**config.mk**
```make
export PLATFORM = sky130hd
export DESIGN_NAME = sh3_pos
export DESIGN_NICKNAME = d
export VERILOG_FILES = /design/src/rtl/core/assert_macros.svh /design/src/rtl/core/sh3_pkg.sv /design/src/rtl/core/sh3_pos.sv
export SDC_FILE = /design/constraint.sdc
export NUM_CORES = 1
export LEC_CHECK = 0
export BUFFER_PORTS_ARGS = -buffer_cell sky130_fd_sc_hd__buf_4
export CAP_MARGIN = 10
export CORE_MARGIN = 4
export CORE_UTILIZATION = 50
export CTS_CLUSTER_SIZE = 12
export DETAILED_ROUTE_END_ITERATION = 7
export PLACE_DENSITY = 0.75
export RECOVER_POWER = 100
export SYNTH_ARGS = -nofsm -noshare
export SYNTH_HDL_FRONTEND = slang
export SYNTH_SLANG_ARGS = --single-unit
export TNS_END_PERCENT = 100
```
**constraint.sdc**
```tcl
create_clock -name clk -period 3.74 [get_ports clk]
set_clock_uncertainty 0.05 [all_clocks]
set_input_delay 0.374 -clock clk [delete_from_list [all_inputs] [get_ports clk]]
set_output_delay 0.374 -clock clk [all_outputs]
set_load 0.01 [all_outputs]
```
**src/rtl/core/assert_macros.svh**
```systemverilog
// -----------------------------------------------------------------------------
// assert_macros.svh
// Concurrent assertion helpers; define ASSERT_OFF to compile them away.
// -----------------------------------------------------------------------------
`ifndef ASSERT_MACROS_SVH
`define ASSERT_MACROS_SVH
`ifndef ASSERT_OFF
// same-cycle implication
`define ASSERT_IMPLY(label, clk, rst_n, ante, cons) \
	label: assert property (@(posedge clk) disable iff (!rst_n) (ante) |-> (cons)) \
		else $error("assertion failed: same-cycle implication");
// next-cycle implication
`define ASSERT_NEXT(label, clk, rst_n, ante, cons) \
	label: assert property (@(posedge clk) disable iff (!rst_n) (ante) |=> (cons)) \
		else $error("assertion failed: next-cycle implication");
`else
`define ASSERT_IMPLY(label, clk, rst_n, ante, cons)
`define ASSERT_NEXT(label, clk, rst_n, ante, cons)
`endif
`endif

```
**src/rtl/core/sh3_pkg.sv**
```systemverilog
// -----------------------------------------------------------------------------
// sh3_pkg
// Widths, register codes and shared types of the 3x3 sharpen stencil.
// -----------------------------------------------------------------------------
package sh3_pkg;

	localparam int SAMPLE_W   = 8;
	localparam int ROW_W      = 12;
	localparam int IDX_W      = 13;
	localparam int LEN_W      = 14;
	localparam int WPX_W      = 12;
	localparam int HROW_W     = 13;
	localparam int CHN_W      = 3;
	localparam int CFG_IDX_W  = 2;
	localparam int CFG_DATA_W = 13;

	// hard limits on line length and frame height
	localparam int LINE_CAP = 8192;
	localparam int ROW_CAP  = 4096;

	// register reset values
	localparam int WPX_RST  = 640;
	localparam int HROW_RST = 480;
	localparam int CHN_RST  = 3;

	// register indexes
	localparam logic [CFG_IDX_W-1:0] REG_WIDTH_PIXELS  = 2'd0;
	localparam logic [CFG_IDX_W-1:0] REG_HEIGHT_ROWS   = 2'd1;
	localparam logic [CFG_IDX_W-1:0] REG_CHANNEL_COUNT = 2'd2;

	// position of the sample about to be accepted
	typedef struct packed {
		logic [IDX_W-1:0] idx;
		logic [ROW_W-1:0] row;
		logic [IDX_W-1:0] idx_right;
		logic [IDX_W-1:0] idx_left;
		logic             has_prev;  // row above gets its result now
		logic             inner;     // that result is an interior sample
		logic             last_row;
		logic             last;
	} pos_t;

	typedef struct packed {
		logic [SAMPLE_W-1:0] value;
		logic [ROW_W-1:0]    row;
		logic [IDX_W-1:0]    index;
		logic                frame_end;
	} res_t;

endpackage

```
**src/rtl/core/sh3_pos.sv**
```systemverilog
// -----------------------------------------------------------------------------
// sh3_pos
// Configuration registers, effective frame sizes and the raster position.
// -----------------------------------------------------------------------------
module sh3_pos #(
	parameter int LEN_CAP = 8192
) (
	input  logic                           clk,
	input  logic                           arst_n,
	input  logic                           cfg_we,
	input  logic [sh3_pkg::CFG_IDX_W-1:0]  cfg_index,
	input  logic [sh3_pkg::CFG_DATA_W-1:0] cfg_data,
	input  logic                           advance,
	input  logic                           in_valid,
	output sh3_pkg::pos_t                  pos,
	output logic                           idle
);
	import sh3_pkg::*;

	localparam int LEN_PROD = WPX_RST * CHN_RST;
	localparam int LEN_RST  = (LEN_PROD > LEN_CAP) ? LEN_CAP : LEN_PROD;
	localparam logic [1:0] SETTLE = 2'd2;

	logic [WPX_W-1:0]  wpx_q;
	logic [HROW_W-1:0] hrow_q;
	logic [CHN_W-1:0]  chn_q;
	logic [LEN_W-1:0]  len_q;
	logic [HROW_W-1:0] h_q;
	logic [CHN_W-1:0]  c_q;
	logic [IDX_W-1:0]  idx_q;
	logic [ROW_W-1:0]  row_q;
	logic [1:0]        wait_q;
	logic              fold_q;

	logic [WPX_W-1:0]  w_eff;
	logic [CHN_W-1:0]  c_eff;
	logic [HROW_W-1:0] h_eff;
	logic [LEN_W:0]    prod;
	logic [LEN_W-1:0]  len_n;
	logic [HROW_W-1:0] h_n;

	logic [LEN_W-1:0]  i1;
	logic [HROW_W-1:0] r1;
	logic              wrap;
	logic              idx_ge;
	logic [HROW_W-1:0] row_t;
	logic [LEN_W-1:0]  i_right;
	logic              fold_now;

	always_comb begin
		w_eff = (wpx_q == '0) ? WPX_W'(1) : wpx_q;
		c_eff = (chn_q == '0) ? CHN_W'(1) : chn_q;
		h_eff = (hrow_q == '0) ? HROW_W'(1) : hrow_q;
		prod  = (LEN_W + 1)'(w_eff) * (LEN_W + 1)'(c_eff);
		len_n = (prod > (LEN_W + 1)'(LEN_CAP)) ? LEN_W'(LEN_CAP) : prod[LEN_W-1:0];
		h_n   = (h_eff > HROW_W'(ROW_CAP)) ? HROW_W'(ROW_CAP) : h_eff;
	end

	always_comb begin
		i1      = LEN_W'(idx_q) + LEN_W'(1);
		r1      = HROW_W'(row_q) + HROW_W'(1);
		wrap    = (i1 >= len_q);
		idx_ge  = (LEN_W'(idx_q) >= len_q);
		row_t   = idx_ge ? r1 : HROW_W'(row_q);
		i_right = LEN_W'(idx_q) + LEN_W'(c_q);
	end

	always_comb begin
		pos.idx       = idx_q;
		pos.row       = row_q;
		pos.idx_right = i_right[IDX_W-1:0];
		pos.idx_left  = idx_q - IDX_W'(c_q);
		pos.has_prev  = (row_q != '0);
		pos.inner     = (row_q >= ROW_W'(2)) && (idx_q >= IDX_W'(c_q)) && (i_right < len_q);
		pos.last_row  = (r1 == h_q);
		pos.last      = (r1 == h_q) && (i1 == len_q);
	end

	assign idle     = (wait_q == '0) && !fold_q;
	// fold only when a beat waits, so every write before it counts
	assign fold_now = fold_q && (wait_q != SETTLE) && !cfg_we && in_valid;

	always_ff @(posedge clk or negedge arst_n) begin
		if (!arst_n) begin
			wpx_q  <= WPX_W'(WPX_RST);
			hrow_q <= HROW_W'(HROW_RST);
			chn_q  <= CHN_W'(CHN_RST);
			len_q  <= LEN_W'(LEN_RST);
			h_q    <= HROW_W'(HROW_RST);
			c_q    <= CHN_W'(CHN_RST);
			idx_q  <= '0;
			row_q  <= '0;
			wait_q <= '0;
			fold_q <= 1'b0;
		end else begin
			len_q <= len_n;
			h_q   <= h_n;
			c_q   <= c_eff;
			if (cfg_we) begin
				unique case (cfg_index)
					REG_WIDTH_PIXELS:  wpx_q  <= cfg_data[WPX_W-1:0];
					REG_HEIGHT_ROWS:   hrow_q <= cfg_data[HROW_W-1:0];
					REG_CHANNEL_COUNT: chn_q  <= cfg_data[CHN_W-1:0];
					default: ;
				endcase
				wait_q <= SETTLE;
				fold_q <= 1'b1;
			end else if (wait_q != '0) begin
				wait_q <= wait_q - 2'd1;
			end
			// fold the position back into the new frame once sizes have settled
			if (fold_now) begin
				if (idx_ge) begin
					idx_q <= '0;
				end
				row_q  <= (row_t >= h_q) ? '0 : row_t[ROW_W-1:0];
				fold_q <= 1'b0;
			end else if (advance) begin
				if (wrap) begin
					idx_q <= '0;
					row_q <= (r1 >= h_q) ? '0 : r1[ROW_W-1:0];
				end else begin
					idx_q <= i1[IDX_W-1:0];
				end
			end
		end
	end
endmodule

```
==> summary.log <==
[outcome] run status finished, violations left
[outcome] failing checks capacitance limit, slew limit, setup timing
[sta] Fmax 0.260 GHz
[finish] post-route cell area 9140 sq um
[power_and_ir_drop] PwrDens 739 nW/um^2
[finish] fraction of final layout cells sized beyond drive strength 1 34.4%
[die] area of the core 13900 sq um
[logic_synthesis] total standard cell area after synthesis 7130 sq um
[routing] first-pass iteration count of the detailed router 5
[global_routing] remaining global-route overflow 0
[sta] Slew headroom -41.1%
[hold_path] class of the tightest hold or removal check primary input to flip-flop
[die] area enclosed by the die boundary 16200 sq um
[logic_synthesis] FFs w/ async S/R, synth 100%
[setup_path] startpoint types flip-flop
[logic_synthesis] Yosys warning total 0
[sta] final critical-path share of the clock period 103%
[logic_synthesis] proportion of synthesized chip area in sequential cells 30.5%
[sta] final-report max-slew violation count 87
[clock_tree] root buffer selected by CTS clkbuf_16
[routing] Iteration-0 DRC Markers 384
[power_and_ir_drop] worst voltage drop across the vdd grid 0.370 mV
[global_routing] All-Layer GR Usage 21.7%
[setup_path] R2R depth 18
[routing] routed len/inst 16.4 microns
[finish] Final #Nets 1035
[sta] minimum setup slack in the final design -107 ps
[hold_path] Min-Delay Startpoint cfg_data[12]
[routing] final routed wirelength across all metal layers 18000 microns
[clock_tree] sinks on the clock net 86
[placed_design] placed wire-length estimate 13200 microns
[global_routing] first-pass GRT wire length 28700 microns
[hold_path] Hold Path Cell Cnt 2
[placed_design] RD Place Congestion 0.873
[finish] count of placed standard cells in the final layout, fillers left out 1095
[placed_design] buffers added on ports 75
[logic_synthesis] Net Count, Synth 882
[setup_path] Data arrival, critical path 4060 ps
[global_routing] number of global-route vias before repair 5863
[clock_tree] CTS buffer count 9
[sta] minimum hold slack 206 ps
[sta] final hold vios 0
[routing] via total after detailed routing 6063
[finish] diode count 0
[logic_synthesis] flip-flop cell with the highest count after synthesis dfrtp_1
[setup_path] slack of the worst reg-to-reg path -110 ps
[routing] routed vias/inst 5.54
[power_and_ir_drop] Leak Pwr 4.34 nW
[clock_tree] maximum clock path buffer count 2
[global_routing] largest net degree at the start of global routing 87
[sta] unrepaired setup endpoints after global routing true
[logic_synthesis] number of synthesized flops with an enable pin 0
[finish] area growth from synthesis to final layout 28.2%
[die] Die X-Extent 127 microns
[die] starting density of the core 51.1%
[setup_path] Reg-to-Reg Start len_q[1]$_DFF_PN0_
[logic_synthesis] synthesized area per cell 9.41 sq um
[clock_tree] CTS tree yes
[placed_design] dpl cells 1061
[sta] shortest clock period the worst path allows after layout 3850 ps
[sta] number of setup violations in the final report 12
[setup_path] critical register-to-register path endpoint row_q[1]$_DFFE_PN0P_
[die] Die Y 127 microns
[clock_tree] count of H-tree levels built during CTS 3
[die] number of I/O pins 76
[logic_synthesis] post-synthesis instance total 757
[logic_synthesis] Unique masters post-synth 72
[routing] ANT nets after route 0
[placed_design] cell area after placement 8380 sq um
[hold_path] Hold Path Sink hrow_q[12]$_DFFE_PN0P_
[global_routing] number of antenna violations at the first check in global routing 0
[clock_tree] insertion delay of the later-clocked pin in the worst-skew pair 350 ps
[logic_synthesis] flip-flop and latch count after synthesis 86
[sta] Least-Margin Pin Slew 2120 ps
[setup_path] kind of critical path flip-flop to flip-flop
[setup_path] CP required 3950 ps
[setup_path] sort of element at the end of the critical path flip-flop
[setup_path] Crit Path Max Fanout 4
[job] number of violations of the max-capacitance limit 1
[routing] DRC viols 0
[die] # rows 43
[clock_tree] clock-pin transition on the worst setup and hold timing paths 70 ps
worst max-delay path, stage by stage, from the launching register on:
cell       delay, ps
dfrtp_1          360
inv_1            110
ha_4             210
nand2b_1          80
a31oi_1          120
o31a_1           260
o2111a_2         270
o32ai_2          260
buf_4            220
nor2_2            60
xnor2_1          210
ha_1             260
and3_4           180
a221oi_2         250
o2111ai_2        140
a21oi_2          170
or2_4            230
o211ai_4         100
o22ai_1          200
per-layer routing:
metal | routed length (microns) | track usage (%) | vias to the layer above
met5 | 0 | 0 | -
met4 | 471 | 7.89 | 0
met3 | 738 | 2.47 | 35
met2 | 8280 | 33.9 | 154
met1 | 8490 | 31.1 | 2896
li1 | - | - | 2978
worst max path at each step:
stage | end | depth (start not counted) | from | slack (ps)
2_1_floorplan | row_q[8]$_DFFE_PN0P_ | 18 | idx_q[2]$_DFFE_PN0P_ | 6
3_3_place_gp | row_q[4]$_DFFE_PN0P_ | 18 | len_q[10]$_DFF_PN1_ | -120
3_5_place_dp | row_q[4]$_DFFE_PN0P_ | 18 | len_q[10]$_DFF_PN1_ | -150
4_1_cts | row_q[4]$_DFFE_PN0P_ | 17 | idx_q[3]$_DFFE_PN0P_ | -80
5_1_grt | row_q[1]$_DFFE_PN0P_ | 18 | len_q[1]$_DFF_PN0_ | -200
6_report | row_q[1]$_DFFE_PN0P_ | 18 | len_q[1]$_DFF_PN0_ | -110
cell type report:
cell class	instances	area [sq um]
flip-flops and latches	86	2180
multi-input cells	572	4920
inverters	75	282
well taps	180	225
fillers	1147	4790
clock inverters	7	61.3
clock buffers	9	225
repair buffers	166	1240
report_power, final:
part | total (mW) | leakage, nW | internal (mW) | switching, mW
combinational | 4.42 | 3.16 | 2.05 | 2.37
clock | 0.891 | 0.141 | 0.466 | 0.424
sequential | 1.45 | 1.04 | 1.23 | 0.223
flip-flops by register name, indices dropped and copies added, names as in the netlist:
register / flops
row_q: 12
len_q: 14
chn_q: 3
fold_q: 1
wait_q: 2
idx_q: 13
wpx_q: 12
c_q: 3
hrow_q: 13
h_q: 13
cells in the mapped netlist (3+ instances only):
library cell  number  share of area (%)
nand4_1           11               0.97
and2_1            15                1.3
a21o_1            15                1.6
nand3b_1           3               0.32
mux2_2            28                4.4
ha_1              92                 16
buf_2              7               0.49
a31oi_1            7               0.61
dfrtp_1           68                 24
clkbuf_1          11               0.58
nor2_1            49                2.6
o21a_1             6               0.63
a22o_1             4               0.49
nor2b_1           16                1.4
nand2_1           55                2.9
o211ai_1           7               0.74
nand2b_1           8               0.70
a221oi_2           9                1.9
nor4_1            12                1.1
buf_1              4               0.21
xnor2_1           40                4.9
fa_1              13                3.7
a21oi_1           28                2.0
nor3_1            26                1.8
o21ai_0           21                1.5
xor2_1            21                2.6
inv_1             74                3.9
a211oi_1           4               0.42
dfstp_2           18                6.6
nor3_2             4               0.56
nand3_1           20                1.4
and3_1            10               0.88
stage by stage:
step	utilization (%)	setup TNS (ps)	worst slack, ps	power [mW]
after floorplan	-	0	6.28	4.02
after global placement	60.1	-1230	-122	5.37
after detailed placement	60.1	-2090	-146	5.47
after CTS	63.3	-379	-78.8	6.50
after global routing	65.6	-2160	-197	7.32
final	65.6	-660	-107	6.76
cell usage in the layout, fill, tap and decap left out, types with 21 or more instances in the layout:
cell type  synthesis  final
inv_1             74     68
nor2_1            49     44
xnor2_1           40     36
xor2_1            21     21
buf_4              2    153
nand2_1           55     53
mux2_2            28     28
a21oi_1           28     21
ha_1              92     84
dfrtp_1           68     62
cells by family (layout without fill, tap and decap cells):
family          Yosys count  in the layout  synth area share [%]
flops                    86             86                  30.5
buf+inv                 102            257                  6.04
simple gates            246            248                  18.1
mux                      30             30                  4.71
compound gates          127            128                  13.3
fa+ha+maj               105            105                  19.8
xor+xnor                 61             61                  7.50
timing repair:
item	CTS	global route
cloned	1	2
hold buffers	0	0
endpoints found under the setup margin	27	41
pin swaps	17	40
setup buffers	9	6
gates resized for setup	19	62
Power figures use the tool's default switching activity.
