[src/rtl/core/assert_macros.svh]
// -----------------------------------------------------------------------------
// assert_macros.svh
// Concurrent assertion helpers; define ASSERT_OFF to compile them away.
// -----------------------------------------------------------------------------
`ifndef ASSERT_MACROS_SVH
`define ASSERT_MACROS_SVH
`ifndef ASSERT_OFF
// same-cycle implication
`define ASSERT_IMPLY(label, clk, rst_n, ante, cons) \
	label: assert property (@(posedge clk) disable iff (!rst_n) (ante) |-> (cons)) \
		else $error("assertion failed: same-cycle implication");
// next-cycle implication
`define ASSERT_NEXT(label, clk, rst_n, ante, cons) \
	label: assert property (@(posedge clk) disable iff (!rst_n) (ante) |=> (cons)) \
		else $error("assertion failed: next-cycle implication");
`else
`define ASSERT_IMPLY(label, clk, rst_n, ante, cons)
`define ASSERT_NEXT(label, clk, rst_n, ante, cons)
`endif
`endif

[src/rtl/core/sh3_pkg.sv]
// -----------------------------------------------------------------------------
// sh3_pkg
// Widths, register codes and shared types of the 3x3 sharpen stencil.
// -----------------------------------------------------------------------------
package sh3_pkg;

	localparam int SAMPLE_W   = 8;
	localparam int ROW_W      = 12;
	localparam int IDX_W      = 13;
	localparam int LEN_W      = 14;
	localparam int WPX_W      = 12;
	localparam int HROW_W     = 13;
	localparam int CHN_W      = 3;
	localparam int CFG_IDX_W  = 2;
	localparam int CFG_DATA_W = 13;

	// hard limits on line length and frame height
	localparam int LINE_CAP = 8192;
	localparam int ROW_CAP  = 4096;

	// register reset values
	localparam int WPX_RST  = 640;
	localparam int HROW_RST = 480;
	localparam int CHN_RST  = 3;

	// register indexes
	localparam logic [CFG_IDX_W-1:0] REG_WIDTH_PIXELS  = 2'd0;
	localparam logic [CFG_IDX_W-1:0] REG_HEIGHT_ROWS   = 2'd1;
	localparam logic [CFG_IDX_W-1:0] REG_CHANNEL_COUNT = 2'd2;

	// position of the sample about to be accepted
	typedef struct packed {
		logic [IDX_W-1:0] idx;
		logic [ROW_W-1:0] row;
		logic [IDX_W-1:0] idx_right;
		logic [IDX_W-1:0] idx_left;
		logic             has_prev;  // row above gets its result now
		logic             inner;     // that result is an interior sample
		logic             last_row;
		logic             last;
	} pos_t;

	typedef struct packed {
		logic [SAMPLE_W-1:0] value;
		logic [ROW_W-1:0]    row;
		logic [IDX_W-1:0]    index;
		logic                frame_end;
	} res_t;

endpackage

[src/rtl/core/sh3_kern.sv]
// -----------------------------------------------------------------------------
// sh3_kern
// Laplacian sharpen kernel: 5*center minus four neighbors, clamped to a byte; zero off the interior.
// -----------------------------------------------------------------------------
module sh3_kern (
	input  logic                         inner,
	input  logic [sh3_pkg::SAMPLE_W-1:0] center,
	input  logic [sh3_pkg::SAMPLE_W-1:0] left,
	input  logic [sh3_pkg::SAMPLE_W-1:0] right,
	input  logic [sh3_pkg::SAMPLE_W-1:0] up,
	input  logic [sh3_pkg::SAMPLE_W-1:0] down,
	output logic [sh3_pkg::SAMPLE_W-1:0] value
);
	import sh3_pkg::*;

	localparam int ACC_W = SAMPLE_W + 4;

	logic [SAMPLE_W+2:0]     five;
	logic [SAMPLE_W+1:0]     ring;
	logic signed [ACC_W-1:0] acc;

	always_comb begin
		five = {1'b0, center, 2'b00} + (SAMPLE_W + 3)'(center);
		ring = (SAMPLE_W + 2)'(left) + (SAMPLE_W + 2)'(right)
			+ (SAMPLE_W + 2)'(up) + (SAMPLE_W + 2)'(down);
		acc  = $signed(ACC_W'(five)) - $signed(ACC_W'(ring));
		if (!inner || acc < 0) begin
			value = '0;
		end else if (acc > $signed(ACC_W'(255))) begin
			value = '1;
		end else begin
			value = acc[SAMPLE_W-1:0];
		end
	end
endmodule

[config.mk]
export PLATFORM = sky130hd
export DESIGN_NAME = sh3_kern
export DESIGN_NICKNAME = d
export VERILOG_FILES = /design/src/rtl/core/assert_macros.svh /design/src/rtl/core/sh3_pkg.sv /design/src/rtl/core/sh3_kern.sv
export SDC_FILE = /design/constraint.sdc
export NUM_CORES = 1
export LEC_CHECK = 0
export BUFFER_PORTS_ARGS = -buffer_cell sky130_fd_sc_hd__buf_4
export CORE_UTILIZATION = 49
export DETAILED_ROUTE_END_ITERATION = 10
export PLACE_DENSITY = 0.83
export SLEW_MARGIN = 20
export SYNTH_ARGS = -nofsm -noshare
export SYNTH_HDL_FRONTEND = slang
export SYNTH_SLANG_ARGS = --single-unit
[constraint.sdc]
create_clock -name vclk -period 4.8
set_clock_uncertainty 0.1 [all_clocks]
set_input_delay 0.72 -clock vclk [all_inputs]
set_output_delay 0.72 -clock vclk [all_outputs]
set_load 0.005 [all_outputs]
==> results.md, run 1 <==
* Post-synthesis sequential area ratio at 0
* Clkbuf count at 0
* Ant. Diodes at 0
* Setup_tns at -2410 ps
* Critical path required time at approximately 4000 ps
* Crit end category: output port
* Layout net count at 331
* Fill cells at around 230
* # rows at 19
* Multi-input logic area at approximately 0.0013 mm²
* Failing checks: design-rule violations, negative setup slack
* Starting Density at 0.529
* Worst vdd ir at around 0.28 mV
* Die H at roughly 57 µm
* Slew headroom at 0.777
* CP peak stage delay at 500 ps
* Finished Cell Area at 0.00212 mm²
* Max Cap Violations at 0
* Worst-path maximum fanout at 8
* Crit path top cell by count: fa_1
* DRT iter0 DRCs at 28
* Crit path max-delay family: adder cells
* Cell taking the most area after synthesis: fa_1
* Drt total wl at a little under 3 mm
* Die X at approximately 57 µm
* Power per cell area at 500 mW/mm²
* Yosys warns at 0
* First-pass DRT Iterations at 7
* Mapped Area at approximately 0.0015 mm²
* RSZ-0062 raised after global routing: yes
* Yosys cell types at 27
* Core area at about 0.0028 mm²
* Cells along the critical path: buf_6 > inv_2 > fa_1 > fa_1 > inv_1 > fa_1 > inv_2 > fa_2 > a21o_1 > a221o_2 > mux2i_4 > a211oi_4 > buf_6 > a31oi_1 > buf_4
* Highest clock rate at 0.195 GHz
* Syn Nets at roughly 260
* LEAKAGE at about 1.2 nW
* Area after DPL at roughly 0.002 mm²
* Full die area at about 0.0033 mm²
* Number of global-route vias before repair at approximately 1400
* Period utilization at 1.07
* Grt total ovfl at 0
* Initial antenna violation count at 0
* Status: complete, but fails checks
* Reg area at 0 µm²
* Syn Area/Cell at about 8.4 µm²
* Largest net degree at the start of global routing at 9
* Routed WL per cell at between 10 and 15 µm
* Final WS setup at -315 ps
* Port bufs at 49
* Setup CP Type: in2out
* Proportion of layout cells with a drive suffix above 1 at 0.346
* # setup viols final at 8
* Final number of max-transition violations at 0
* Synth top area share at 0.402
* Vias at approximately 1400
* Cts hold-fix bufs at 0
* Ports at 49
* Crit-path slowest cell: fa_1
* Synth area leaders: fa_1 (40%), inv_1 (19%), ha_1 (13%)
* Syn-to-layout area delta at 42.0%
* Final ANT Viol Nets at 0
* Total GRT Usage at 0.204
* Worst path bufs/invs at 6
* Gpl congestion at around 0.85
* Arrival @ worst endpoint at 4300 ps
* Slew @ Worst Pin at approximately 330 ps
* Drt via density at approximately 5
* Post-Synthesis Cells at between 150 and 200
* Worst hold-check path type: in2out
* Wire length of the first global-routing pass at 5.44 mm
* Hold Violations, Final at 0
* Post-layout min period at 5120 ps
* Detailed placement HPWL at about 2.7 mm
* CP startpoint kind: primary input
* Sequential cell count at 0
* DRC Markers at 4
cell usage in the layout, fill, tap and decap left out, types with 2 or more instances in the layout:
cell       n
inv_1     68
buf_4     62
fa_1      29
ha_1      13
inv_2      7
a31oi_1    7
a21oi_1    6
xnor2_1    5
nor2_1     5
a21o_1     4
buf_6      4
and3_1     3
xor2_1     3
mux2i_1    2
a31oi_4    2
nand2_1    2
o21ai_0    2
a211oi_4   2
ha_4       2
logic make-up (layout without fill, tap and decap cells):
logic type,Yosys count,after routing,synth area share
buffers and inverters,75,141,0.188
muxes,3,3,0.0201
xor gates and xnor gates,8,8,0.0469
adders and majority gates,45,45,0.527
and+or+nand+nor,14,14,0.0452
AOI/OAI and AO/OA,32,32,0.172
metrics by stage:
| stage | hold slack, ps | cells | util | total power [W] | worst slack, ps |
|---|---|---|---|---|---|
| CTS | 1890 | 273 | 0.745 | 0.00103 | -284 |
| finish | 1940 | 274 | 0.751 | 0.00106 | -315 |
| global placement | 1910 | 272 | 0.722 | 0.000899 | -325 |
| floorplan | 1640 | 177 | - | 0.000625 | 5.96 |
| global route | 1960 | 274 | 0.751 | 0.00117 | -434 |
| detailed placement | 1930 | 272 | 0.722 | 0.000933 | -401 |
power by group:
part           total, W  internal [W]  leakage, nW  switching (W)
logic           0.00106      0.000528         1.21       0.000534
registers             0             0            0              0
clock network         0             0            0              0
total           0.00106      0.000528         1.21       0.000534
path summary, 6_finish.rpt:
path,from,endpoint,slack (ps),cells past startpoint
max,down[1],value[4],-320,15
min,center[0],value[0],1940,5
cells in the mapped netlist, drive strengths merged (2+ instances only):
library cell  count
and3              3
a31oi             9
inv              75
xnor2             5
ha               15
fa               30
o21ai             2
nor2              5
xor2              3
nand2             2
mux2i             3
a21oi             6
a21o              4
a211oi            3
area by class of cell:
| cell class | instances | area share |
|---|---|---|
| repair buffers | 66 | 0.240 |
| multi-input cells | 102 | 0.609 |
| well taps | 31 | 0.0183 |
| inverters | 75 | 0.133 |
what timing repair did:
item / 4_1_cts / 5_1_grt
hold endpoints to repair: 0 / 0
resized for setup: 14 / 2
endpoints found under the setup margin: 8 / 8
pin swaps: 6 / 7
setup buffers: 1 / 1
cloned: 0 / 0
layer usage:
layer,global-route usage,wire length (µm),up-vias
met4,0,0,0
met5,0,0,-
met3,0,93,0
li1,-,-,665
met2,0.435,1700,33
met1,0.240,1190,658
Note: power is estimated with default switching activity, not from simulation.
==> run 2: changes to the inputs <==
--- a/config.mk
+++ b/config.mk
@@ -6,9 +6,9 @@
 export NUM_CORES = 1
 export LEC_CHECK = 0
 export BUFFER_PORTS_ARGS = -buffer_cell sky130_fd_sc_hd__buf_4
-export CORE_UTILIZATION = 49
+export CORE_UTILIZATION = 45
 export DETAILED_ROUTE_END_ITERATION = 10
-export PLACE_DENSITY = 0.83
+export PLACE_DENSITY = 0.77
 export SLEW_MARGIN = 20
 export SYNTH_ARGS = -nofsm -noshare
 export SYNTH_HDL_FRONTEND = slang
==> results.md, run 2 (same netlist as run 1, synthesis figures left out) <==
* Status: complete, but fails checks
* Failing checks: negative setup slack
* Setup crit end: value[3]
* LEAKAGE at 1.23 nW
* Setup CP Type: in2out
* Cts hold-fix bufs at 0
* Number of global-route vias before repair at around 1400
* Final ANT Viol Nets at 0
* Starting Density at 0.482
* Hold Violations, Final at 0
* Critical path required time at 3980 ps
* DRT iter0 DRCs at 10
* Slew headroom at 0.772
* Setup_tns at -1810 ps
* Seq pwr share at 0
* Largest net degree at the start of global routing at 9
* Slew @ Worst Pin at between 300 and 400 ps
* Max Cap Violations at 0
* Pre-CTS setup slack at -374 ps
* Syn-to-layout area delta at 45.4%
* CP startpoint kind: primary input
* Die H at between 50 and 60 µm
* Arrival @ worst endpoint at approximately 4200 ps
* Layout net count at between 300 and 400
* Sequential cell count at 0
* # rows at 20
* Gpl congestion at 0.846
* Multi-input logic area at around 0.0013 mm²
* Core area at slightly above 0.003 mm²
* Reg area at 0 µm²
* Full die area at roughly 0.0036 mm²
* Grt total ovfl at 0
* Drt total wl at just under 3 mm
* Clock network power share at 0
* First-pass DRT Iterations at 4
* Worst-path maximum fanout at 5
* DRC Markers at 0
* Port bufs at 49
* Clkbuf count at 0
* Drt via density at 4.63
* Detailed placement HPWL at between 2 and 3 mm
* Fill cells at ~280
* Ant. Diodes at 0
* Logic pwr share at 1.000
* RSZ-0062 raised after global routing: yes
* Most common cell after layout, fill and taps aside: inv_1
* Vias at 1348
* Worst vdd ir at 0.221 mV
* CP Launch Point: right[1]
* P_sw at around 0.00052 W
* Highest clock rate at ~0.2 GHz
* # setup viols final at 8
* Crit end category: output port
* Proportion of layout cells with a drive suffix above 1 at 0.360
* Die X at a little under 60 µm
* Final number of max-transition violations at 0
* Total GRT Usage at 0.196
* Period utilization at 1.05
* Commonest cells after routing, fill and taps aside: inv_1 (68), buf_4 (65), fa_1 (28)
* Power per cell area at 504 mW/mm²
* Final WS setup at -251 ps
* Switching part of the total at 0.476
* Post-layout min period at 5050 ps
* Cell Int Power at approximately 0.00057 W
* Worst hold-check path type: in2out
* Initial antenna violation count at 0
* Wire length of the first global-routing pass at 5.41 mm
* Routed WL per cell at around 10 µm
* Ports at between 40 and 50
## run 2: cell types whose count changed in the layout (fill, tap and decap cells not counted)
cell     delta
a31oi_4     -1
ha_4        +2
mux2i_1     +1
fa_2        +1
a31oi_1     +1
buf_4       +3
mux2i_4     -1
buf_6       +1
ha_1        -2
fa_1        -1
## run 2: timing repair
item | 4_1_cts | 5_1_grt
endpoints found under the setup margin | 8 | 8
pin swaps | 25 | 1
gates resized for setup | 16 | 1
setup buffers | 5 | 1
cloned | 0 | 0
## run 2: power groups by stage
stage / registers, W / logic [W] / clock network, W
detailed placement: 0 / 0.000946 / 0
global placement: 0 / 0.000927 / 0
finish: 0 / 0.00110 / 0
CTS: 0 / 0.00109 / 0
global route: 0 / 0.00123 / 0
floorplan: 0 / 0.000625 / 0
## run 2: worst min-delay path by stage
| stage | start | slack [ps] | endpoint | cells after the start |
|---|---|---|---|---|
| finish | center[0] | 1870 | value[0] | 5 |
| global route | center[0] | 1910 | value[0] | 5 |
| floorplan | inner | 1640 | value[0] | 3 |
| CTS | center[0] | 1910 | value[0] | 5 |
| global placement | center[0] | 1910 | value[0] | 5 |
| detailed placement | center[0] | 1910 | value[0] | 5 |
## run 2: layout make-up
class / instances / area share
inverter: 75 / 0.130
multi-input combinational: 102 / 0.595
tap: 44 / 0.0253
timing repair buffer: 70 / 0.250
## run 2: worst max-delay path: stages
cell	delay, ps
buf_6	70
inv_2	30
fa_1	490
fa_1	510
inv_2	40
fa_1	490
inv_2	50
fa_2	350
a21o_1	190
a221o_2	380
buf_6	130
a211oi_4	250
a211oi_4	80
buf_6	140
a31oi_1	170
buf_4	140
## run 2: stage by stage
step                 util  hold slack [ps]  power [W]  instance area, µm²  std cells
floorplan               -             1640   0.000625                1520        177
global placement    0.663             1910   0.000927                2060        285
detailed placement  0.663             1910   0.000946                2060        285
CTS                 0.698             1910    0.00109                2170        290
global route        0.700             1910    0.00123                2170        291
finish              0.700             1870    0.00110                2170        291
## run 2: metal layers
layer,routed length (µm),track usage
met1,1130,0.225
met2,1710,0.405
met3,115,0.00655
met4,0,0.0166
met5,0,0
==> run 3: changes to the inputs <==
--- a/config.mk
+++ b/config.mk
@@ -6,9 +6,11 @@
 export NUM_CORES = 1
 export LEC_CHECK = 0
 export BUFFER_PORTS_ARGS = -buffer_cell sky130_fd_sc_hd__buf_4
-export CORE_UTILIZATION = 45
+export CELL_PAD_IN_SITES_DETAIL_PLACEMENT = 1
+export CELL_PAD_IN_SITES_GLOBAL_PLACEMENT = 1
+export CORE_UTILIZATION = 36
 export DETAILED_ROUTE_END_ITERATION = 10
-export PLACE_DENSITY = 0.77
+export PLACE_DENSITY = 0.84
 export SLEW_MARGIN = 20
 export SYNTH_ARGS = -nofsm -noshare
 export SYNTH_HDL_FRONTEND = slang
==> results.md, run 3 (same netlist as run 1, synthesis figures left out) <==
* Status: complete, but fails checks
* Failing checks: negative setup slack
* Multi-input logic area at around 0.0013 mm²
* Worst-path maximum fanout at 8
* Die X at approximately 66 µm
* Reg area at 0 µm²
* CP peak stage delay at roughly 520 ps
* Routed WL per cell at around 12 µm
* Commonest cells after routing, fill and taps aside: inv_1 (68), buf_4 (65), fa_1 (28)
* Core area at 0.00400 mm²
* Final ANT Viol Nets at 0
* DRC Markers at 0
* Starting Density at 0.374
* Hold Path Depth at 5
* Final WS setup at -259 ps
* Grt total ovfl at 0
* Worst path bufs/invs at 5
* Slew @ Worst Pin at ~360 ps
* Port bufs at between 40 and 50
* Most common cell after layout, fill and taps aside: inv_1
* # setup viols final at 8
* Hold slack at 1910 ps
* Syn-to-layout area delta at 42.0%
* Total GRT Usage at 0.183
* Post-layout min period at roughly 5000 ps
* Clkbuf count at 0
* Ant. Diodes at 0
* Highest clock rate at a little under 0.2 GHz
* Full die area at about 0.0044 mm²
* Area after DPL at slightly above 0.002 mm²
* Arrival @ worst endpoint at 4240 ps
* Seq pwr share at 0
* Number of global-route vias before repair at between 1500 and 2000
* Wire length of the first global-routing pass at roughly 6.2 mm
* Crit end category: output port
* Crit path top cell by count: fa_1
* Fill cells at about 500
* Initial antenna violation count at 0
* Endpoint, Worst Hold: value[0]
* Crit path max-delay family: adder cells
* Setup CP Type: in2out
* Die H at approximately 66 µm
* Finished Cell Area at ~0.0021 mm²
* Drt via density at 4.62
* Cts hold-fix bufs at 0
* Gpl congestion at 0.794
* Detailed placement HPWL at 3.37 mm
* Cell Int Power at about 0.00051 W
* Post-Place Cells at ~290
* Proportion of layout cells with a drive suffix above 1 at 0.354
* Final number of max-transition violations at 0
* Drt total wl at about 3.6 mm
* Slew headroom at 0.760
* Hold path start: center[0]
* Cells along the critical path: buf_6 > inv_2 > fa_1 > fa_1 > inv_1 > fa_1 > inv_2 > fa_2 > a21o_1 > a221o_2 > mux2i_2 > a211oi_4 > a31oi_1 > buf_4
* Worst vdd ir at 0.203 mV
* Period utilization at 1.05
* Sequential cell count at 0
* Critical path required time at 3980 ps
* P_sw at approximately 0.00052 W
* Worst hold-check path type: in2out
* First-pass DRT Iterations at 3
* Logic pwr share at 1.000
* Setup_tns at -1940 ps
* Ports at around 50
* Hold Violations, Final at 0
* # rows at 23
* Clock network power share at 0
* Max Cap Violations at 0
* RSZ-0062 raised after global routing: yes
* DRT iter0 DRCs at 37
* Vias at 1353
* Fin cells at approximately 290
* Layout net count at roughly 330
* Largest net degree at the start of global routing at 9
* CP startpoint kind: primary input
* Power per cell area at just under 500 mW/mm²
* Final core occ at 0.531
* Crit-path slowest cell: fa_1
* Switching part of the total at 0.503
* LEAKAGE at 1.20 nW
## run 3: cell count changes in the layout (fill, tap and decap cells not counted), sizes merged
cell | previous run | this run
buf | 70 | 66
## run 3: worst max-delay path by stage
stage                   start       end  slack (ps)  depth (start not counted)
floorplan            right[5]  value[2]           6                         12
global placement      down[1]  value[1]        -320                         14
finish                down[1]  value[4]        -260                         14
detailed placement  center[2]  value[1]        -440                         15
global route          down[1]  value[1]        -400                         14
CTS                   down[1]  value[1]        -290                         14
## run 3: layout make-up
type / instances / area share
Timing Repair Buffer: 66 / 0.235
Multi-Input combinational cell: 102 / 0.603
Tap cell: 50 / 0.0295
Inverter: 75 / 0.133
## run 3: layer usage
layer | vias up | routed length (µm) | track usage
met5 | - | 0 | 0
met4 | 0 | 0 | 0
met3 | 0 | 101 | 0.00172
met2 | 29 | 2270 | 0.429
met1 | 659 | 1280 | 0.177
li1 | 665 | - | -
## run 3: what timing repair did
item	4_1_cts	5_1_grt
hold endpoints to repair	0	0
pin swaps	20	8
endpoints found under the setup margin	8	8
buffers inserted	2	0
resized for setup	11	1
## run 3: stage by stage
stage | worst slack (ps) | total power, W
after global placement | -317 | 0.000910
after floorplan | 5.96 | 0.000625
after global routing | -399 | 0.00115
after detailed placement | -437 | 0.000957
after CTS | -287 | 0.00103
final | -259 | 0.00103
## run 3: power by group through the flow
stage	Sequential [W]	Combinational, W	Clock [W]
floorplan	0	0.000625	0
global placement	0	0.000910	0
detailed placement	0	0.000957	0
CTS	0	0.00103	0
global route	0	0.00115	0
finish	0	0.00103	0
